$ cat config.mk
export PLATFORM = sky130hd
export DESIGN_NAME = intel_hex_record_parser_top
export DESIGN_NICKNAME = d
export VERILOG_FILES = /design/src/design/ihex_pkg.sv /design/src/design/ihex_core.sv /design/src/design/intel_hex_record_parser_top.sv
export SDC_FILE = /design/constraint.sdc
export NUM_CORES = 1
export LEC_CHECK = 0
export BUFFER_PORTS_ARGS = -buffer_cell sky130_fd_sc_hd__buf_4
export CAP_MARGIN = 20
export CORE_MARGIN = 5
export CORE_UTILIZATION = 30
export DETAILED_ROUTE_END_ITERATION = 6
export GPL_TIMING_DRIVEN = 0
export PLACE_DENSITY_LB_ADDON = 0.1
export SYNTH_ARGS = -nofsm -noshare
export SYNTH_HDL_FRONTEND = slang
export SYNTH_SLANG_ARGS = --single-unit
$ cat constraint.sdc
create_clock -name clk -period 4.6 [get_ports clk]
set_input_delay 0.92 -clock clk [delete_from_list [all_inputs] [get_ports clk]]
set_output_delay 0.92 -clock clk [all_outputs]
set_load 0.01 [all_outputs]
$ cat src/design/ihex_pkg.sv
// Shared types, character codes and digit decode for the hex record parser.
// Used by ihex_core and intel_hex_record_parser_top; depends on nothing.
`timescale 1ns / 1ps

package ihex_pkg;

    localparam int POS_W = 10;

    localparam logic [7:0] CH_COLON = 8'h3A;
    localparam logic [7:0] CH_CR    = 8'h0D;
    localparam logic [7:0] CH_LF    = 8'h0A;

    localparam logic [POS_W-1:0] POS_MAX        = 10'd1023;
    localparam logic [POS_W-1:0] POS_LENGTH     = 10'd1;
    localparam logic [POS_W-1:0] POS_ADDR_HIGH  = 10'd3;
    localparam logic [POS_W-1:0] POS_ADDR_LOW   = 10'd5;
    localparam logic [POS_W-1:0] POS_FIRST_DATA = 10'd9;

    typedef enum logic {
        KIND_WRITE = 1'b0,
        KIND_END   = 1'b1
    } result_kind_t;

    typedef struct packed {
        logic         emit;
        result_kind_t kind;
        logic         out_of_range;
        logic         bad_digit;
    } res_ctrl_t;

    // Returns {valid, nibble}.
    function automatic logic [4:0] hex_nibble(input logic [7:0] c);
        logic [4:0] r;
        r = 5'd0;
        if (c >= 8'h30 && c <= 8'h39)
        begin
            r = {1'b1, 4'(c - 8'h30)};
        end
        else if (c >= 8'h61 && c <= 8'h66)
        begin
            r = {1'b1, 4'(c - 8'h57)};
        end
        else if (c >= 8'h41 && c <= 8'h46)
        begin
            r = {1'b1, 4'(c - 8'h37)};
        end
        return r;
    endfunction

endpackage

$ cat src/design/ihex_core.sv
// Record state and per-character decode for the hex record parser.
// Depends on ihex_pkg; instantiated by intel_hex_record_parser_top.
`timescale 1ns / 1ps

module ihex_core
    import ihex_pkg::*;
#(
    parameter int ADDR_WIDTH = 16
)
(
    input  logic                  clk,
    input  logic                  rst_n,
    input  logic                  accept,
    input  logic [7:0]            text_char,
    input  logic [ADDR_WIDTH:0]   image_size,
    output res_ctrl_t             res_ctrl,
    output logic [ADDR_WIDTH:0]   res_address,
    output logic [7:0]            res_data,
    output logic [ADDR_WIDTH:0]   res_end_address
);

    localparam int AWP = ADDR_WIDTH + 1;

    logic [POS_W-1:0] pos_reg, pos_next;
    logic [7:0]       len_reg, len_next;
    logic [15:0]      addr_reg, addr_next;
    logic [3:0]       high_reg, high_next;
    logic [AWP-1:0]   end_reg, end_next;
    logic             bad_reg, bad_next;

    logic [4:0]       dec;
    logic             bad_now;
    logic [7:0]       byte_val;
    logic [POS_W-1:0] pos_off;
    logic [8:0]       data_idx;
    logic [AWP-1:0]   sum;
    logic [AWP-1:0]   wr_addr;

    always_comb
    begin
        dec      = hex_nibble(text_char);
        bad_now  = bad_reg | ~dec[4];
        byte_val = {high_reg, dec[3:0]};
        pos_off  = pos_reg - POS_FIRST_DATA;
        data_idx = pos_off[POS_W-1:1];
        sum      = AWP'(addr_reg) + AWP'(len_reg);
        wr_addr  = AWP'(addr_reg) + AWP'(data_idx);

        pos_next  = pos_reg;
        len_next  = len_reg;
        addr_next = addr_reg;
        high_next = high_reg;
        end_next  = end_reg;
        bad_next  = bad_reg;

        res_ctrl        = '0;
        res_address     = '0;
        res_data        = '0;
        res_end_address = end_reg;

        if (text_char == CH_COLON || text_char == CH_CR)
        begin
            res_ctrl.emit = 1'b0;
        end
        else if (text_char == CH_LF)
        begin
            if (sum != '0)
            begin
                end_next = sum;
            end
            res_ctrl.emit      = 1'b1;
            res_ctrl.kind      = KIND_END;
            res_ctrl.bad_digit = bad_reg;
            res_end_address    = end_next;
            pos_next  = '0;
            len_next  = '0;
            addr_next = '0;
            high_next = '0;
            bad_next  = 1'b0;
        end
        else
        begin
            bad_next = bad_now;
            if (pos_reg != POS_MAX)
            begin
                pos_next = pos_reg + POS_W'(1);
            end
            if (!pos_reg[0])
            begin
                high_next = dec[3:0];
            end
            else if (pos_reg == POS_LENGTH)
            begin
                len_next = byte_val;
            end
            else if (pos_reg == POS_ADDR_HIGH)
            begin
                addr_next = {byte_val, addr_reg[7:0]};
            end
            else if (pos_reg == POS_ADDR_LOW)
            begin
                addr_next = {addr_reg[15:8], byte_val};
            end
            else if (pos_reg >= POS_FIRST_DATA && data_idx < {1'b0, len_reg})
            begin
                res_ctrl.emit         = 1'b1;
                res_ctrl.kind         = KIND_WRITE;
                res_ctrl.out_of_range = (wr_addr >= image_size);
                res_ctrl.bad_digit    = bad_now;
                res_address           = wr_addr;
                res_data              = byte_val;
            end
        end
    end

    always_ff @(posedge clk or negedge rst_n)
    begin
        if (!rst_n)
        begin
            pos_reg  <= '0;
            len_reg  <= '0;
            addr_reg <= '0;
            high_reg <= '0;
            end_reg  <= '0;
            bad_reg  <= 1'b0;
        end
        else if (accept)
        begin
            pos_reg  <= pos_next;
            len_reg  <= len_next;
            addr_reg <= addr_next;
            high_reg <= high_next;
            end_reg  <= end_next;
            bad_reg  <= bad_next;
        end
    end

`ifndef SYNTHESIS
    a_newline_clears: assert property (@(posedge clk) disable iff (!rst_n)
        accept && text_char == CH_LF |=> pos_reg == '0 && len_reg == '0 && !bad_reg)
        else $error("Record state not cleared after newline.");

    a_framing_ignored: assert property (@(posedge clk) disable iff (!rst_n)
        accept && (text_char == CH_COLON || text_char == CH_CR)
        |=> $stable(pos_reg) && $stable(addr_reg) && $stable(end_reg))
        else $error("Colon or carriage return changed record state.");

    a_write_on_odd_data_pos: assert property (@(posedge clk) disable iff (!rst_n)
        res_ctrl.emit && res_ctrl.kind == KIND_WRITE |-> pos_reg[0] && pos_reg >= POS_FIRST_DATA)
        else $error("Data write issued outside the data field.");
`endif

endmodule

$ cat src/design/intel_hex_record_parser_top.sv
// Intel HEX record parser, top level: configuration, input/output handshake
// and result register. Depends on ihex_pkg and ihex_core.
`timescale 1ns / 1ps

// The block takes one text character per word on the input channel
// (text_char with in_valid/in_ready) and produces zero or one result word on
// the output channel (out_valid/out_ready): either a data byte write with its
// image address or an end-of-record marker carrying the running end address.
// Colons and carriage returns give no result; neither do header digits.
// Each character is decoded in the cycle it is accepted and its result is
// held in the output register from the next cycle, and a new character can
// be taken every cycle unless the receiver stalls. While a result waits in the
// output register, in_ready stays high as long as out_ready is high in the
// same cycle; when the receiver stalls, input stalls with it and nothing is
// lost. The user must write image_size through cfg_we/cfg_wdata only while
// the block is idle; the block does not enforce this. Writes at or past it
// are flagged out_of_range. Reset clears all record state and the end address,
// sets image_size to the full address space and empties the output register.

module intel_hex_record_parser_top
    import ihex_pkg::*;
#(
    parameter int ADDR_WIDTH = 16
)
(
    input  logic                clk,
    input  logic                rst_n,
    input  logic                cfg_we,
    input  logic [ADDR_WIDTH:0] cfg_wdata,
    input  logic                in_valid,
    output logic                in_ready,
    input  logic [7:0]          text_char,
    output logic                out_valid,
    input  logic                out_ready,
    output logic                result_kind,
    output logic [ADDR_WIDTH:0] write_address,
    output logic [7:0]          write_data,
    output logic [ADDR_WIDTH:0] end_address,
    output logic                out_of_range,
    output logic                bad_digit
);

    localparam int AWP = ADDR_WIDTH + 1;
    localparam logic [AWP-1:0] IMAGE_SIZE_RST = {1'b1, {ADDR_WIDTH{1'b0}}};

    logic [AWP-1:0] image_size_reg;
    logic           accept;
    res_ctrl_t      res_ctrl;
    logic [AWP-1:0] res_address;
    logic [7:0]     res_data;
    logic [AWP-1:0] res_end_address;

    logic           valid_reg, valid_next;
    result_kind_t   kind_reg;
    logic [AWP-1:0] addr_reg;
    logic [7:0]     data_reg;
    logic [AWP-1:0] end_reg;
    logic           oor_reg;
    logic           bad_reg;

    assign in_ready = !valid_reg || out_ready;
    assign accept   = in_valid && in_ready;

    ihex_core #(
        .ADDR_WIDTH (ADDR_WIDTH)
    ) u_core (
        .clk             (clk),
        .rst_n           (rst_n),
        .accept          (accept),
        .text_char       (text_char),
        .image_size      (image_size_reg),
        .res_ctrl        (res_ctrl),
        .res_address     (res_address),
        .res_data        (res_data),
        .res_end_address (res_end_address)
    );

    always_ff @(posedge clk or negedge rst_n)
    begin
        if (!rst_n)
        begin
            image_size_reg <= IMAGE_SIZE_RST;
        end
        else if (cfg_we)
        begin
            image_size_reg <= cfg_wdata;
        end
    end

    always_comb
    begin
        valid_next = valid_reg;
        if (accept)
        begin
            valid_next = res_ctrl.emit;
        end
        else if (out_ready)
        begin
            valid_next = 1'b0;
        end
    end

    always_ff @(posedge clk or negedge rst_n)
    begin
        if (!rst_n)
        begin
            valid_reg <= 1'b0;
        end
        else
        begin
            valid_reg <= valid_next;
        end
    end

    always_ff @(posedge clk)
    begin
        if (accept && res_ctrl.emit)
        begin
            kind_reg <= res_ctrl.kind;
            addr_reg <= res_address;
            data_reg <= res_data;
            end_reg  <= res_end_address;
            oor_reg  <= res_ctrl.out_of_range;
            bad_reg  <= res_ctrl.bad_digit;
        end
    end

    assign out_valid     = valid_reg;
    assign result_kind   = kind_reg;
    assign write_address = addr_reg;
    assign write_data    = data_reg;
    assign end_address   = end_reg;
    assign out_of_range  = oor_reg;
    assign bad_digit     = bad_reg;

`ifndef SYNTHESIS
    a_end_word_clean: assert property (@(posedge clk) disable iff (!rst_n)
        out_valid && result_kind == KIND_END
        |-> write_address == '0 && write_data == '0 && !out_of_range)
        else $error("End-of-record word carries write fields.");

    a_no_emit_drops: assert property (@(posedge clk) disable iff (!rst_n)
        accept && !res_ctrl.emit |=> !out_valid)
        else $error("Output valid after a character that gives no result.");

    a_emit_shows: assert property (@(posedge clk) disable iff (!rst_n)
        accept && res_ctrl.emit |=> out_valid)
        else $error("Result of an accepted character was lost.");
`endif

endmodule
==> flow_summary.yaml <==
floorplan:
  rows: 55
  dieArea_sq_um: 26300
  die_h_microns: 162
  top_level_ports: 77
  initial_core_util: 0.305
  coreArea_sq_um: 22700
  die_x_microns: 162
clock_network:
  cts.clk_slew.worst_paths_ns: 0.06
  cts_max_level: 4
  clockRootBuffer: "clkbuf_16"
  clock_path_buffers: 2
  cts_tree: "done"
  clock-sinks: 119
  numCtsBuffers: 17
  clock_latency_ns: 0.42
synth:
  synth_edf_count: 45
  yosysSeqAreaShare: 0.462
  syn_area_sq_um: 6940
  synth-seq-cells: 119
  netlist_instances: 681
  synth.distinct_cells: 67
  synth-async-reset-ratio: 0.622
  synthFlopType: "dfrtp_1"
  synth_fp_nets: 763
  avgSynthCellArea_sq_um: 10.2
  yosysWarnings: 0
routing:
  wire_per_inst_microns: 17.5
  wirelength_microns: 18900
  num_vias: 5352
  viasPerCell: 4.96
  first_pass_iters: 6
  antenna_left: 0
  remaining_drc_errors: 0
  drt_iter0_drc: 351
placed_design:
  port_buffers: 76
  dpl_worst_slack_ns: -0.573
  dp_hpwl_microns: 14300
  place.gp.congestion: 0.815
sta:
  whs_ns: 0.384
  hold_viol_final: 0
  setup_viol: 0
  fin_ws_ns: 0.234
  tightest_slew_ns: 0.752
  clock_skew_ns: 0.00959
  max_freq_ghz: 0.229
  drv_slew: 0
  period_share: 0.949
  maxSlewHeadroom: 0.499
  period_minus_slack_ns: 4.37
critical_path:
  path_max_fanout: 7
  cp-startpoint: "u_core.pos_reg[1]"
  rr_startpoint: "u_core.pos_reg[1]"
  reg2reg_depth: 19
  worst_setup_path_end_kind: "flip-flop"
  critPathLaunchType: "flip-flop"
  arrival_ns: 4.51
  crit_required_ns: 4.74
  critical_path_class: "reg2reg"
global_route:
  antenna_found_initial: 0
  grt_usage: 0.145
  grt_max_degree: 75
  grt_pass1_vias: 5534
  grt_overflow: 0
  grt_pass1_wl_microns: 29700
pwr:
  p_per_area_nw_per_um2: 606
  p_leak_nw: 3.77
  finalPower_mw: 5.21
  irDropWorstVdd_mv: 0.346
run_status:
  status: "completed"
final_layout:
  drive_gt1_frac: 0.215
  num-nets-final: 863
  n_antenna_cell: 0
  synthToLayoutAreaGrowth_pct: 23.9
flow_run:
  drv_cap: 0
min_path:
  hold_class: "in2async"
Yosys cell counts, types with 6 or more instances:
library cell  number  share of area
xor2_1            20          0.025
a21o_1             7         0.0076
and4_1            11          0.014
nand4_1            8         0.0072
inv_1             50          0.027
nand3_1           20          0.014
or3_1              9         0.0081
xnor2_1           13          0.016
o22ai_1            6         0.0054
mux2_4            14          0.030
nor2_1            52          0.028
buf_2              6         0.0043
o21ai_0           66          0.048
ha_1              50          0.090
edfxtp_1          45           0.19
mux2_2            11          0.018
o21a_1             7         0.0076
dfrtp_1           73           0.26
clkbuf_1          14         0.0076
a21oi_1           41          0.030
nor2b_1            9         0.0081
nand2_1           54          0.029
and2_1             6         0.0054
stage by stage:
stage,instance area (sq um),cells,setup TNS [ns],util
6_report,8590,1079,0,0.378
3_3_place_gp,7860,1042,-25.07,0.346
5_1_grt,8590,1079,-0.0231,0.378
4_1_cts,8510,1076,0,0.375
3_5_place_dp,7880,1043,-0.573,0.347
2_1_floorplan,6940,681,0,-
routing by layer:
layer | vias up | track usage | wire length [microns]
li1 | 2658 | - | -
met1 | 2572 | 0.197 | 9130
met2 | 106 | 0.231 | 8800
met3 | 16 | 0.0277 | 704
met4 | 0 | 0.0511 | 264
met5 | - | 0 | 0
power by group:
part	leakage, nW	internal [mW]	switching, mW	total (mW)
registers	1.36	1.39	0.170	1.56
logic	2.11	0.941	1.33	2.27
clock network	0.298	0.886	0.490	1.38
cell families after synthesis:
family | Yosys count | share of synthesized area
flip-flops | 119 | 0.462
AO/OA/AOI/OAI | 173 | 0.154
multiplexers | 27 | 0.0511
buffers and inverters | 74 | 0.0437
adder cells (fa/ha/maj) | 52 | 0.0960
XOR/XNOR | 33 | 0.0417
AND/OR/NAND/NOR | 203 | 0.152
worst max-delay path, cell delays in order (launching register included):
cell      delay (ns)
dfrtp_1         0.44
inv_1           0.15
ha_2            0.25
a21boi_2        0.10
nor3_2          0.14
xor2_1          0.30
ha_1            0.30
and2_1          0.17
a221o_1         0.35
a21o_1          0.23
a21oi_4         0.24
or3_1           0.16
nand2_1         0.09
ha_1            0.31
a21oi_1         0.16
o22ai_1         0.09
o21a_1          0.18
o21a_1          0.17
o211ai_1        0.15
a31oi_1         0.11
area by class of cell:
type	instances	area, sq um
multi-input cells	488	3470
clock inverters	7	91.3
repair buffers	84	663
inverters	50	190
fillers	2298	14100
flip-flops and latches	119	3210
plain buffers	21	104
clock buffers	25	517
well taps	285	357
what timing repair did:
item / 4_1_cts / 5_1_grt
resized for setup: 5 / 9
buffers inserted: 2 / 4
endpoints found under the setup margin: 1 / 1
pin swaps: 1 / 0
hold buffers: 0 / 0
placed cells by master (no fill, tap or decap), types with 3 or more instances in the layout:
master      n
a211oi_1    4
a21o_1      7
a21oi_1    40
a22o_1      5
and2_1      6
and3_1      5
and4_1     11
buf_2       6
buf_4      82
clkbuf_1   14
clkbuf_16  18
clkbuf_8    4
clkinv_2    3
dfrtp_1    71
edfxtp_1   45
ha_1       49
inv_1      48
mux2_2     11
mux2_4     14
nand2_1    54
nand2b_1    5
nand3_1    20
nand4_1     8
nor2_1     52
nor2b_1     9
nor3_1      4
nor3b_1     3
nor4_1      5
o2111ai_1   3
o211ai_1    3
o21a_1      7
o21ai_0    64
o21ai_1     5
o22ai_1     6
or2_2       3
or3_1       9
xnor2_1    13
xor2_1     18
final timing paths:
path                                endpoint  slack (ns)
setup / recovery                out_of_range        0.23
min in group clk           u_core.end_reg[4]        0.50
setup reg to reg                out_of_range        0.23
hold reg to reg            u_core.end_reg[4]        0.50
hold / removal             u_core.pos_reg[5]        0.38
max in group asynchronous  u_core.end_reg[9]        3.61
No activity file was read; power rests on OpenSTA's default activity.
